==> src/hw/rtl/tli_pkg.sv <==
`timescale 1ns / 1ps

package tli_pkg;

  localparam int TABLE_DEPTH_DEF = 64;

  localparam int ACT_W  = 2;
  localparam int ANG_W  = 16;
  localparam int VAL_W  = 16;
  localparam int ST_W   = 3;
  localparam int DIFF_W = 17;   // angle / coefficient differences
  localparam int PROD_W = 34;   // signed product of two differences
  localparam int QUO_W  = 32;   // magnitude of the product fits here
  localparam int DEN_W  = 16;   // segment width, always 2..65535

  localparam logic [ACT_W-1:0] ACT_CLEAR  = 2'd0;
  localparam logic [ACT_W-1:0] ACT_APPEND = 2'd1;
  localparam logic [ACT_W-1:0] ACT_QUERY  = 2'd2;

  localparam logic [ST_W-1:0] ST_EXACT  = 3'd0;
  localparam logic [ST_W-1:0] ST_INTERP = 3'd1;
  localparam logic [ST_W-1:0] ST_RANGE  = 3'd2;
  localparam logic [ST_W-1:0] ST_FEW    = 3'd3;
  localparam logic [ST_W-1:0] ST_FULL   = 3'd4;
  localparam logic [ST_W-1:0] ST_OK     = 3'd5;

  typedef enum logic [1:0] {
    RES_HOLD,
    RES_CODE,
    RES_EXACT,
    RES_INTERP
  } res_op_t;

  typedef struct packed {
    logic            capture;
    logic            clear;
    logic            append;
    logic            scan_start;
    logic            adv;
    logic            mul_load;
    logic            div_start;
    res_op_t         res_op;
    logic [ST_W-1:0] res_code;
    logic            out_load;
  } tli_cmd_t;

  typedef struct packed {
    logic [ACT_W-1:0] action;
    logic             few;
    logic             full;
    logic             eq;
    logic             ge;
    logic             first;
    logic             last;
    logic             div_done;
  } tli_sts_t;

endpackage

==> src/hw/rtl/tli_if.sv <==
`timescale 1ns / 1ps

interface tli_req_if import tli_pkg::*; ();
  logic                    valid;
  logic                    ready;
  logic [ACT_W-1:0]        action;
  logic signed [ANG_W-1:0] angle;
  logic signed [VAL_W-1:0] coefficient;

  modport source (output valid, action, angle, coefficient, input ready);
  modport sink   (input valid, action, angle, coefficient, output ready);
endinterface

interface tli_rsp_if import tli_pkg::*; ();
  logic                    valid;
  logic                    ready;
  logic signed [VAL_W-1:0] result_value;
  logic [ST_W-1:0]         status;

  modport source (output valid, result_value, status, input ready);
  modport sink   (input valid, result_value, status, output ready);
endinterface

==> src/hw/rtl/tli_div.sv <==
`timescale 1ns / 1ps

// Restoring divider, one quotient bit per cycle.
module tli_div import tli_pkg::*; (
  input  logic             clk,
  input  logic             rst_n,
  input  logic             start,
  input  logic [QUO_W-1:0] dividend,
  input  logic [DEN_W-1:0] divisor,
  output logic             done,
  output logic [QUO_W-1:0] quotient
);

  localparam int CNT_W = $clog2(QUO_W);

  logic [DEN_W-1:0] rem_r;
  logic [QUO_W-1:0] quo_r;
  logic [CNT_W-1:0] cnt_r;
  logic             busy_r;
  logic             done_r;
  logic [DEN_W:0]   trial;
  logic [DEN_W:0]   diff;
  logic             take;

  assign trial = {rem_r, quo_r[QUO_W-1]};
  assign diff  = trial - {1'b0, divisor};
  assign take  = (trial >= {1'b0, divisor});

  always_ff @(posedge clk) begin
    if (!rst_n) begin
      busy_r <= 1'b0;
      done_r <= 1'b0;
      cnt_r  <= '0;
    end else begin
      done_r <= 1'b0;
      if (start) begin
        busy_r <= 1'b1;
        cnt_r  <= '0;
      end else if (busy_r) begin
        cnt_r <= cnt_r + CNT_W'(1);
        if (cnt_r == CNT_W'(QUO_W - 1)) begin
          busy_r <= 1'b0;
          done_r <= 1'b1;
        end
      end
    end
  end

  always_ff @(posedge clk) begin
    if (start) begin
      rem_r <= '0;
      quo_r <= dividend;
    end else if (busy_r) begin
      rem_r <= take ? diff[DEN_W-1:0] : trial[DEN_W-1:0];
      quo_r <= {quo_r[QUO_W-2:0], take};
    end
  end

  assign done     = done_r;
  assign quotient = quo_r;

  a_start_busy: assert property (@(posedge clk) disable iff (!rst_n)
    start |=> busy_r && !done_r)
    else $error("divider not busy after start");

endmodule

==> src/hw/rtl/tli_dp.sv <==
`timescale 1ns / 1ps

module tli_dp import tli_pkg::*; #(
  parameter int TABLE_DEPTH = TABLE_DEPTH_DEF
) (
  input  logic                    clk,
  input  logic                    rst_n,
  input  logic [ACT_W-1:0]        in_action,
  input  logic signed [ANG_W-1:0] in_angle,
  input  logic signed [VAL_W-1:0] in_coefficient,
  input  tli_cmd_t                cmd,
  output tli_sts_t                sts,
  output logic signed [VAL_W-1:0] out_result_value,
  output logic [ST_W-1:0]         out_status
);

  localparam int AW = (TABLE_DEPTH > 1) ? $clog2(TABLE_DEPTH) : 1;
  localparam int CW = $clog2(TABLE_DEPTH + 1);
  localparam logic signed [PROD_W-1:0] SAT_HI = PROD_W'(32767);
  localparam logic signed [PROD_W-1:0] SAT_LO = -PROD_W'(32768);

  logic signed [ANG_W-1:0] angle_mem [TABLE_DEPTH];
  logic signed [VAL_W-1:0] value_mem [TABLE_DEPTH];

  logic [ACT_W-1:0]         act_r;
  logic signed [ANG_W-1:0]  q_r;
  logic signed [VAL_W-1:0]  coef_r;
  logic [CW-1:0]            count_r;
  logic [CW-1:0]            rd_idx_r;
  logic [CW-1:0]            dat_idx_r;
  logic signed [ANG_W-1:0]  ang_q_r;
  logic signed [VAL_W-1:0]  val_q_r;
  logic signed [ANG_W-1:0]  prev_ang_r;
  logic signed [VAL_W-1:0]  prev_val_r;
  logic signed [PROD_W-1:0] prod_r;
  logic [DEN_W-1:0]         den_r;
  logic signed [VAL_W-1:0]  fa_r;
  logic signed [VAL_W-1:0]  res_val_r;
  logic [ST_W-1:0]          res_st_r;
  logic signed [VAL_W-1:0]  out_val_r;
  logic [ST_W-1:0]          out_st_r;

  logic                     rd_en;
  logic [AW-1:0]            rd_addr;
  logic signed [DIFF_W-1:0] span_d;
  logic signed [DIFF_W-1:0] val_d;
  logic signed [DIFF_W-1:0] den_d;
  logic signed [PROD_W-1:0] prod_abs;
  logic                     div_done;
  logic [QUO_W-1:0]         quo;
  logic signed [PROD_W-1:0] qmag;
  logic signed [PROD_W-1:0] qsig;
  logic signed [PROD_W-1:0] sum;
  logic signed [VAL_W-1:0]  sat_val;

  always_ff @(posedge clk) begin
    if (cmd.capture) begin
      act_r  <= in_action;
      q_r    <= in_angle;
      coef_r <= in_coefficient;
    end
  end

  always_ff @(posedge clk) begin
    if (!rst_n) begin
      count_r <= '0;
    end else if (cmd.clear) begin
      count_r <= '0;
    end else if (cmd.append) begin
      count_r <= count_r + CW'(1);
    end
  end

  // Scan pipeline: address issued the cycle before the compare.
  assign rd_en   = cmd.scan_start | cmd.adv;
  assign rd_addr = cmd.scan_start ? '0 : rd_idx_r[AW-1:0];

  always_ff @(posedge clk) begin
    if (cmd.append) begin
      angle_mem[count_r[AW-1:0]] <= q_r;
      value_mem[count_r[AW-1:0]] <= coef_r;
    end
    if (rd_en) begin
      ang_q_r <= angle_mem[rd_addr];
      val_q_r <= value_mem[rd_addr];
    end
  end

  always_ff @(posedge clk) begin
    if (cmd.scan_start) begin
      rd_idx_r  <= CW'(1);
      dat_idx_r <= '0;
    end else if (cmd.adv) begin
      rd_idx_r   <= rd_idx_r + CW'(1);
      dat_idx_r  <= rd_idx_r;
      prev_ang_r <= ang_q_r;
      prev_val_r <= val_q_r;
    end
  end

  // Segment math: (q - a) * (fc - fa), then divide by (c - a), add fa and saturate.
  assign span_d = DIFF_W'(q_r) - DIFF_W'(prev_ang_r);
  assign val_d  = DIFF_W'(val_q_r) - DIFF_W'(prev_val_r);
  assign den_d  = DIFF_W'(ang_q_r) - DIFF_W'(prev_ang_r);

  always_ff @(posedge clk) begin
    if (cmd.mul_load) begin
      prod_r <= span_d * val_d;
      den_r  <= den_d[DEN_W-1:0];
      fa_r   <= prev_val_r;
    end
  end

  assign prod_abs = prod_r[PROD_W-1] ? -prod_r : prod_r;

  tli_div u_div (
    .clk      (clk),
    .rst_n    (rst_n),
    .start    (cmd.div_start),
    .dividend (prod_abs[QUO_W-1:0]),
    .divisor  (den_r),
    .done     (div_done),
    .quotient (quo)
  );

  assign qmag = {{(PROD_W-QUO_W){1'b0}}, quo};
  assign qsig = prod_r[PROD_W-1] ? -qmag : qmag;
  assign sum  = qsig + PROD_W'(fa_r);

  always_comb begin
    priority if (sum > SAT_HI) begin
      sat_val = 16'sh7FFF;
    end else if (sum < SAT_LO) begin
      sat_val = 16'sh8000;
    end else begin
      sat_val = sum[VAL_W-1:0];
    end
  end

  always_ff @(posedge clk) begin
    unique case (cmd.res_op)
      RES_HOLD: begin
      end
      RES_CODE: begin
        res_val_r <= '0;
        res_st_r  <= cmd.res_code;
      end
      RES_EXACT: begin
        res_val_r <= val_q_r;
        res_st_r  <= ST_EXACT;
      end
      RES_INTERP: begin
        res_val_r <= sat_val;
        res_st_r  <= ST_INTERP;
      end
    endcase
  end

  always_ff @(posedge clk) begin
    if (cmd.out_load) begin
      out_val_r <= res_val_r;
      out_st_r  <= res_st_r;
    end
  end

  assign sts.action   = act_r;
  assign sts.few      = (count_r < CW'(2));
  assign sts.full     = (count_r == CW'(TABLE_DEPTH));
  assign sts.eq       = (ang_q_r == q_r);
  assign sts.ge       = (ang_q_r >= q_r);
  assign sts.first    = (dat_idx_r == '0);
  assign sts.last     = (dat_idx_r == count_r - CW'(1));
  assign sts.div_done = div_done;

  assign out_result_value = out_val_r;
  assign out_status       = out_st_r;

  a_no_adv_past_end: assert property (@(posedge clk) disable iff (!rst_n)
    cmd.adv |-> !sts.last && !sts.ge)
    else $error("scan advanced past its stop point");

  a_no_append_full: assert property (@(posedge clk) disable iff (!rst_n)
    cmd.append |-> !sts.full)
    else $error("append into full table");

endmodule

==> src/hw/rtl/tli_ctrl.sv <==
`timescale 1ns / 1ps

module tli_ctrl import tli_pkg::*; (
  input  logic     clk,
  input  logic     rst_n,
  input  logic     in_valid,
  output logic     in_ready,
  output logic     out_valid,
  input  logic     out_ready,
  output tli_cmd_t cmd,
  input  tli_sts_t sts
);

  typedef enum logic [2:0] {
    S_IDLE,
    S_DECODE,
    S_SCAN,
    S_DSTART,
    S_DWAIT,
    S_DONE
  } state_t;

  state_t state_r;
  state_t state_nxt;
  logic   out_valid_r;

  assign in_ready  = (state_r == S_IDLE);
  assign out_valid = out_valid_r;

  always_comb begin
    cmd          = '0;
    cmd.res_op   = RES_HOLD;
    cmd.res_code = ST_OK;
    state_nxt    = state_r;
    unique case (state_r)
      S_IDLE: begin
        if (in_valid) begin
          cmd.capture = 1'b1;
          state_nxt   = S_DECODE;
        end
      end
      S_DECODE: begin
        state_nxt = S_DONE;
        cmd.res_op = RES_CODE;
        unique case (sts.action)
          ACT_CLEAR: begin
            cmd.clear = 1'b1;
          end
          ACT_APPEND: begin
            if (sts.full) begin
              cmd.res_code = ST_FULL;
            end else begin
              cmd.append = 1'b1;
            end
          end
          ACT_QUERY: begin
            if (sts.few) begin
              cmd.res_code = ST_FEW;
            end else begin
              cmd.res_op     = RES_HOLD;
              cmd.scan_start = 1'b1;
              state_nxt      = S_SCAN;
            end
          end
          default: begin
          end
        endcase
      end
      S_SCAN: begin
        priority if (sts.eq) begin
          cmd.res_op = RES_EXACT;
          state_nxt  = S_DONE;
        end else if (sts.ge && sts.first) begin
          cmd.res_op   = RES_CODE;
          cmd.res_code = ST_RANGE;
          state_nxt    = S_DONE;
        end else if (sts.ge) begin
          cmd.mul_load = 1'b1;
          state_nxt    = S_DSTART;
        end else if (sts.last) begin
          cmd.res_op   = RES_CODE;
          cmd.res_code = ST_RANGE;
          state_nxt    = S_DONE;
        end else begin
          cmd.adv = 1'b1;
        end
      end
      S_DSTART: begin
        cmd.div_start = 1'b1;
        state_nxt     = S_DWAIT;
      end
      S_DWAIT: begin
        if (sts.div_done) begin
          cmd.res_op = RES_INTERP;
          state_nxt  = S_DONE;
        end
      end
      S_DONE: begin
        if (!out_valid_r || out_ready) begin
          cmd.out_load = 1'b1;
          state_nxt    = S_IDLE;
        end
      end
      default: begin
        state_nxt = S_IDLE;
      end
    endcase
  end

  always_ff @(posedge clk) begin
    if (!rst_n) begin
      state_r     <= S_IDLE;
      out_valid_r <= 1'b0;
    end else begin
      state_r <= state_nxt;
      if (cmd.out_load) begin
        out_valid_r <= 1'b1;
      end else if (out_ready) begin
        out_valid_r <= 1'b0;
      end
    end
  end

  a_no_overwrite: assert property (@(posedge clk) disable iff (!rst_n)
    cmd.out_load |-> !out_valid_r || out_ready)
    else $error("pending result overwritten");

  a_div_done_wait: assert property (@(posedge clk) disable iff (!rst_n)
    sts.div_done |-> state_r == S_DWAIT)
    else $error("divider finished outside its wait state");

endmodule

==> src/hw/rtl/table_linear_interpolator_top.sv <==
`timescale 1ns / 1ps
// Clear, append and unused actions go from accept through decode and done back to idle.
// Query scans the table linearly (one entry a cycle) and stops on an exact hit,
// out of range, or on the segment it interpolates through the 32-step divider;
// a result not yet taken by the sink holds the done state before the next accept.
// Reset (synchronous, rst_n low) empties the table and drops any pending result.

module table_linear_interpolator_top import tli_pkg::*; #(
  parameter int TABLE_DEPTH = TABLE_DEPTH_DEF
) (
  input logic      clk,
  input logic      rst_n,
  tli_req_if.sink  in_req,
  tli_rsp_if.source out_rsp
);

  // Controller sequences each request; the datapath holds the table,
  // the scan registers, the multiplier stage and the divider.
  tli_cmd_t cmd;
  tli_sts_t sts;

  tli_ctrl u_ctrl (
    .clk       (clk),
    .rst_n     (rst_n),
    .in_valid  (in_req.valid),
    .in_ready  (in_req.ready),
    .out_valid (out_rsp.valid),
    .out_ready (out_rsp.ready),
    .cmd       (cmd),
    .sts       (sts)
  );

  // Table is a plain memory: entries above the fill count are never read,
  // so it needs no clearing pass.
  tli_dp #(
    .TABLE_DEPTH (TABLE_DEPTH)
  ) u_dp (
    .clk              (clk),
    .rst_n            (rst_n),
    .in_action        (in_req.action),
    .in_angle         (in_req.angle),
    .in_coefficient   (in_req.coefficient),
    .cmd              (cmd),
    .sts              (sts),
    .out_result_value (out_rsp.result_value),
    .out_status       (out_rsp.status)
  );

endmodule
==> src/flat_wrapper.sv <==
// flat-port wrapper written by rule: the top's interface ports become plain ports
module table_linear_interpolator_top_flat import tli_pkg::*;
#(
  parameter int TABLE_DEPTH = TABLE_DEPTH_DEF
)
  (clk, rst_n, in_req_valid, in_req_action, in_req_angle, in_req_coefficient, in_req_ready, out_rsp_valid, out_rsp_result_value, out_rsp_status, out_rsp_ready);
  tli_req_if in_req_i ();
  tli_rsp_if out_rsp_i ();
  input logic clk;
  input logic rst_n;
  input wire logic [$bits(in_req_i.valid)-1:0] in_req_valid;
  input wire logic [$bits(in_req_i.action)-1:0] in_req_action;
  input wire logic [$bits(in_req_i.angle)-1:0] in_req_angle;
  input wire logic [$bits(in_req_i.coefficient)-1:0] in_req_coefficient;
  output wire logic [$bits(in_req_i.ready)-1:0] in_req_ready;
  output wire logic [$bits(out_rsp_i.valid)-1:0] out_rsp_valid;
  output wire logic [$bits(out_rsp_i.result_value)-1:0] out_rsp_result_value;
  output wire logic [$bits(out_rsp_i.status)-1:0] out_rsp_status;
  input wire logic [$bits(out_rsp_i.ready)-1:0] out_rsp_ready;
  assign in_req_i.valid = in_req_valid;
  assign in_req_i.action = in_req_action;
  assign in_req_i.angle = in_req_angle;
  assign in_req_i.coefficient = in_req_coefficient;
  assign in_req_ready = in_req_i.ready;
  assign out_rsp_valid = out_rsp_i.valid;
  assign out_rsp_result_value = out_rsp_i.result_value;
  assign out_rsp_status = out_rsp_i.status;
  assign out_rsp_i.ready = out_rsp_ready;
  table_linear_interpolator_top #(.TABLE_DEPTH(TABLE_DEPTH)) u_core (.clk(clk), .rst_n(rst_n), .in_req(in_req_i), .out_rsp(out_rsp_i));
endmodule
==> config.mk <==
export PLATFORM = sky130hd
export DESIGN_NAME = table_linear_interpolator_top_flat
export DESIGN_NICKNAME = d
export VERILOG_FILES = /design/src/hw/rtl/tli_pkg.sv /design/src/hw/rtl/tli_if.sv /design/src/hw/rtl/tli_div.sv /design/src/hw/rtl/tli_dp.sv /design/src/hw/rtl/tli_ctrl.sv /design/src/hw/rtl/table_linear_interpolator_top.sv /design/src/flat_wrapper.sv
export SDC_FILE = /design/constraint.sdc
export NUM_CORES = 2
export LEC_CHECK = 0
export ABC_AREA = 1
export BUFFER_PORTS_ARGS = -buffer_cell sky130_fd_sc_hd__buf_2
export CAP_MARGIN = 20
export CORE_UTILIZATION = 35
export CTS_CLUSTER_DIAMETER = 60
export DETAILED_ROUTE_END_ITERATION = 7
export SYNTH_ARGS = -nofsm -noshare
export SYNTH_HDL_FRONTEND = slang
export SYNTH_SLANG_ARGS = --single-unit
==> constraint.sdc <==
create_clock -name clk -period 12.46 [get_ports clk]
set_input_delay 2.492 -clock clk [delete_from_list [all_inputs] [get_ports clk]]
set_output_delay 2.492 -clock clk [all_outputs]
set_load 0.01 [all_outputs]
Word level (Yosys, flattened, before mapping)
Memories as Yosys holds them, arrays and structs flattened. A register that Yosys moved wholly into a read port is not among the register bits.
Cells that the tools add are included.
Operators by class
  add/sub/neg operators: 11
  multiply operators: 1
  magnitude comparators: 5
  equality and inequality tests: 18
  multiplexer cells: 58
  bitwise operators: 4
  reduce and logical (&&, ||, !) cells: 14
Operators with widths (number)
  $mux W32: 3
  $mux W16: 3
  $pmux W16 S3: 1
  $mux W3: 12
  $add A34 B16 Y34: 1
  $gt A34 B16 Y1 const B: 1
  $lt A34 B16 Y1 const B: 1
  $mul A17 B17 Y34: 1
  $mux W34: 1
  $neg A32 Y34: 1
  $sub A16 B16 Y17: 2
  $neg A32 Y32: 1
  $sub A16 B16 Y16: 2
  $mux W1: 24
  $pmux W3 S6: 1
  $ge A17 B16 Y1: 1
  $eq A16 B16 Y1: 1
  $ge A16 B16 Y1: 1
  $add A7 B1 Y7 const B: 2
  $mux W4: 3
  $pmux W3 S2: 2
  $mux W2: 5
  $pmux W3 S3: 1
  $eq A7 B7 Y1: 1
  28 further kinds: 39
Word-level totals
  bits in registers: 250
  RAM bits: 2048
  bits of input ports: 38
  output and inout port bits: 21
  logic and storage cells: 135
  memories: 2
Memory list
  u_core.u_dp.angle_mem: depth 64, bits a word 16, rd ports 1, clocked after Yosys merged registers in 1, write ports 1, RTL line tli_dp.sv:22  | logic signed [ANG_W-1:0] angle_mem [TABLE_DEPTH];
  u_core.u_dp.value_mem: depth 64, bits a word 16, rd ports 1, clocked after Yosys merged registers in 1, write ports 1, RTL line tli_dp.sv:23  | logic signed [VAL_W-1:0] value_mem [TABLE_DEPTH];

Depth between registers and ports, before layout
  depth after elaboration: 9
  mapped depth: 39
  gate-level depth less buffers: 38

By module
From an unflattened synthesis, not the netlist that was laid out.
Unflattened totals
  cells, all modules: 9108
  area, all modules: 109399.9 um2
By module, submodules not included
  tli_dp: times used 1, cells each 8522, area an instance 105267.2 um2
  tli_div: times used 1, cells each 496, area an instance 3623.5 um2
  tli_ctrl: times used 1, cells each 90, area an instance 509.2 um2

Worst setup path after synthesis
No wires, ideal clock.
  path kind: register to register
  start: register u_core.u_dp.q_r[0]
  end: register u_core.u_dp.prod_r[33] (data pin)
  setup time: 262 ps
  data arrival time: 7757 ps
  required time: 12198 ps
  setup slack: 4440 ps
  cell stages (with the launch flop): 40
  period minus slack after synthesis: 8020 ps
  cell sequence: edfxtp_1 -> inv_1 -> ha_1 -> fa_1 -> o21ai_1 -> nand2_1 -> o211ai_1 -> nand2_1 -> nand2_1 -> nand2_1 -> nand2_1 -> a21oi_1 -> o21ai_1 -> or2_2 -> nand2_2 -> inv_1 -> buf_2 -> nand2_1 -> [4 not listed] -> fa_1 -> inv_1 -> fa_1 -> fa_1 -> inv_1 -> fa_1 -> inv_1 -> ha_1 -> nand2_1 -> nor2_1 -> inv_1 -> nor3_1 -> nand3_1 -> nand3_1 -> nand3_1 -> nand2_1 -> a21oi_1 -> xor2_1
On the way
  longest elaborated chain between the ends: 2
Ends and longest elaborated chain
  start, declared: RTL line tli_dp.sv:26  | logic signed [ANG_W-1:0] q_r;
  start signal, assigned: RTL line tli_dp.sv:59  | q_r <= in_angle;
  $sub A16 B16 Y17: RTL line tli_dp.sv:102  | assign span_d = DIFF_W'(q_r) - DIFF_W'(prev_ang_r);
  $mul A17 B17 Y34: RTL line tli_dp.sv:108  | prod_r <= span_d * val_d;
  end signal, assigned: RTL line tli_dp.sv:108
  end, declared: RTL line tli_dp.sv:35  | logic signed [PROD_W-1:0] prod_r;
No other way between the ends.
A chain may end at the register's enable or synchronous reset.

Worst setup path in the final report
Same ends and word-level chain as after synthesis.

==> impl_results.md <==
- Yosys warning count: 0
- Grt total ovfl: 0
- Via-to-Cell Ratio: between 5 and 6
- DR iter-0 viols: slightly above 7000
- Synthesized cell area: around 110000 um2
- Worst-Skew Late Latency: 0.96 ns
- Reg clk slew, reported paths: around 0.06 ns
- Fin nets: approximately 9500
- Slew @ Worst Pin: 1.19 ns
- Setup bufs post-CTS: 0
- Asr flop ratio synth: 0%
- Fillers: around 30000
- Final Skew: 0.139 ns
- Share of layout cells above drive strength 1: 13.8%
- Htree depth: 4
- Critical path's slowest cell: buf_4
- Minimum clock period: 9.17 ns
- Row count: between 200 and 250
- Antenna violations before repair: 16
- Initial Util: about a third
- Die Ht: 566 um
- CTS tree: yes
- Crit end category: flip-flop
- Hold_buf cts: 0
- Setup tns final: 0 ns
- Max-cap violations: 0
- Post-route DRC: 0
- Largest net degree at the start of global routing: roughly 230
- DR pass1 iterations: 6
- Final core occ: about 40%
- Total GRT Usage: between 10% and 20%
- HPWL after detailed placement: approximately 190 mm
- Status: complete, no violations
- Vias: just over 70000
- Syn avg cell area: about 12 um2
- IO Port Bufs: 58
- RePlAce Congestion: approximately 0.9
- Setup violators final: 0
- Worst-path fanout max: 66
- Drt wl/cell: 24.6 um
- Fmax: approximately 110 MHz
- Max transition margin: about a fifth
- Worst path max stage delay: approximately 0.56 ns
- Worst Path Required: 13.01 ns
- Clk sinks: about 2300
- Nature of the critical path startpoint: flip-flop
- Post-synth top flop: edfxtp_1
- Slew Viols, Final: 0
- RSZ-0062 raised after global routing: no
- Period utilisation layout: 73.6%
- Synthesized Nets: 9511
- Crit path arrival time: a little under 10 ns
- CTS resizes: 0
- First-pass GRT wire length: approximately 480 mm
- Antenna Nets Post-Route: 0
- Final Hold Viols: 0
- CP Class: reg2reg
- Cts bufs inserted: 244
- Critical Path Most Common Cell: nand2_1
- Core area: roughly 320000 um2
- Die ar.: 320000 um2
- P&R area growth vs syn: 11.7%
- Routed WL: between 300 and 400 mm
- Vias in the first global route: 71400
- Number of synthesized flops with an enable pin: roughly 2300
- Distinct cells, synth: between 50 and 60
- Die X: approximately 570 um
- Synthesized flop and latch total: between 2000 and 2500
- Post-synthesis sequential area ratio: a little over 60%
- Hold Path Class: reg2reg
- CTS Buffer Depth: 4
- Post-Syn Instances: roughly 9000
- Boundary pin count: a little under 60
- Cell chosen for the clock root: clkbuf_16
==> flip-flops by register name (all words and copies together), names as in the netlist, 32 cells and up <==
signal	count
u_core.u_dp.angle_mem	1024
u_core.u_dp.value_mem	1024
u_core.u_dp.prod_r	33
u_core.u_dp.u_div.quotient	32
==> cells in the mapped netlist, types with 42 or more instances <==
cell      count  area, um2
a21oi_1     146        731
buf_1        45        169
buf_2       193        966
buf_6        53        597
clkbuf_1    199        747
dfxtp_1      48        961
edfxtp_1   2281      68500
fa_1        301       6030
ha_1        207       2590
inv_1       690       2590
nand2_1     765       2870
nand3_1    1094       5480
nor2_1      378       1420
nor3_1       42        210
o211ai_1   1041       7820
o21ai_0     114        571
or2_0       358       2240
or2_1       108        676
or2_2       569       3560
xnor2_1      55        482
xor2_1      111        972
==> cell families after synthesis <==
family | synth area share, %
AO/OA/AOI/OAI | 8.65
XOR/XNOR | 1.31
adder cells (fa/ha/maj) | 7.74
buffers and inverters | 4.67
flip-flops | 62.4
AND/OR/NAND/NOR | 15.2
==> placed cells by master (no fill, tap or decap), types with 13 or more instances in the layout <==
cell type	synthesis	layout
nand3b_1	13	13
xor2_1	111	109
buf_2	193	58
edfxtp_1	2281	2281
nand4_1	25	25
clkinv_1	7	54
or2_2	569	569
nand3_1	1094	1094
a31oi_1	17	17
or2_1	108	108
clkbuf_1	199	48
o21ai_0	114	114
fa_1	301	301
a21oi_1	146	146
ha_1	207	207
dfxtp_1	48	48
nand2_1	765	763
or2_0	358	358
nor2_1	378	313
nor2_4	1	66
clkbuf_16	0	249
bufinv_16	0	23
inv_1	690	686
xnor2_1	55	54
clkinv_2	0	33
buf_4	5	181
nor4_1	16	15
o211ai_1	1041	1041
nor3_1	42	41
==> worst max-delay path: cells and delay by family (launching register included) <==
family / cells / cell delay [ns]
adder cells (fa/ha/maj): 9 / 4.13
XOR/XNOR: 1 / 0.15
AND/OR/NAND/NOR: 14 / 1.54
flip-flops: 1 / 0.32
buffers and inverters: 9 / 1.38
AO/OA/AOI/OAI: 6 / 1.21
==> final timing paths <==
check / slack (ns) / depth (start not counted) / end / from
setup / recovery: 3.29 / 39 / u_core.u_dp.prod_r[33] / u_core.u_dp.q_r[0]
hold / removal: 0.42 / 0 / u_core.u_dp.out_status[0] / u_core.u_dp.res_st_r[0]
setup reg to reg: 3.29 / 39 / u_core.u_dp.prod_r[33] / u_core.u_dp.q_r[0]
hold reg to reg: 0.42 / 0 / u_core.u_dp.out_status[0] / u_core.u_dp.res_st_r[0]
==> through the flow <==
stage,worst slack [ns],std cells,hold WS [ns],area (um2)
6_report,3.29,13300,0.420,124000
5_1_grt,2.73,13300,0.421,124000
4_1_cts,3.26,13300,0.420,124000
3_5_place_dp,3.44,12900,0.406,116000
3_3_place_gp,3.22,12900,0.408,116000
2_1_floorplan,4.44,8965,0.400,111000
==> layout make-up <==
class                      count  area (um2)  share of cell area (%)
antenna                        7        17.5                  0.0141
clock buffer                 302        6480                    5.21
clock inverter               136        1380                    1.11
inverter                     704        2690                    2.16
multi-input combinational   5433       37200                    30.0
sequential                  2329       69500                    55.9
tap                         4160        5200                    4.19
timing repair buffer         249        1840                    1.48
==> layer usage <==
layer  wire length, um  global-route usage, %  up-vias  part of all wire [%]
met5                43                      0        -                 0.013
met4             10300                   6.30        6                   3.2
met3             25100                   3.64      492                   7.7
met2            155000                   33.0     2627                    47
met1            137000                   26.4    36500                    42
li1                  -                      -    32300                     -
Power is left out: the tool's default activity adds up to more than one toggle a clock period on the data nets, which glitch-free logic cannot reach.
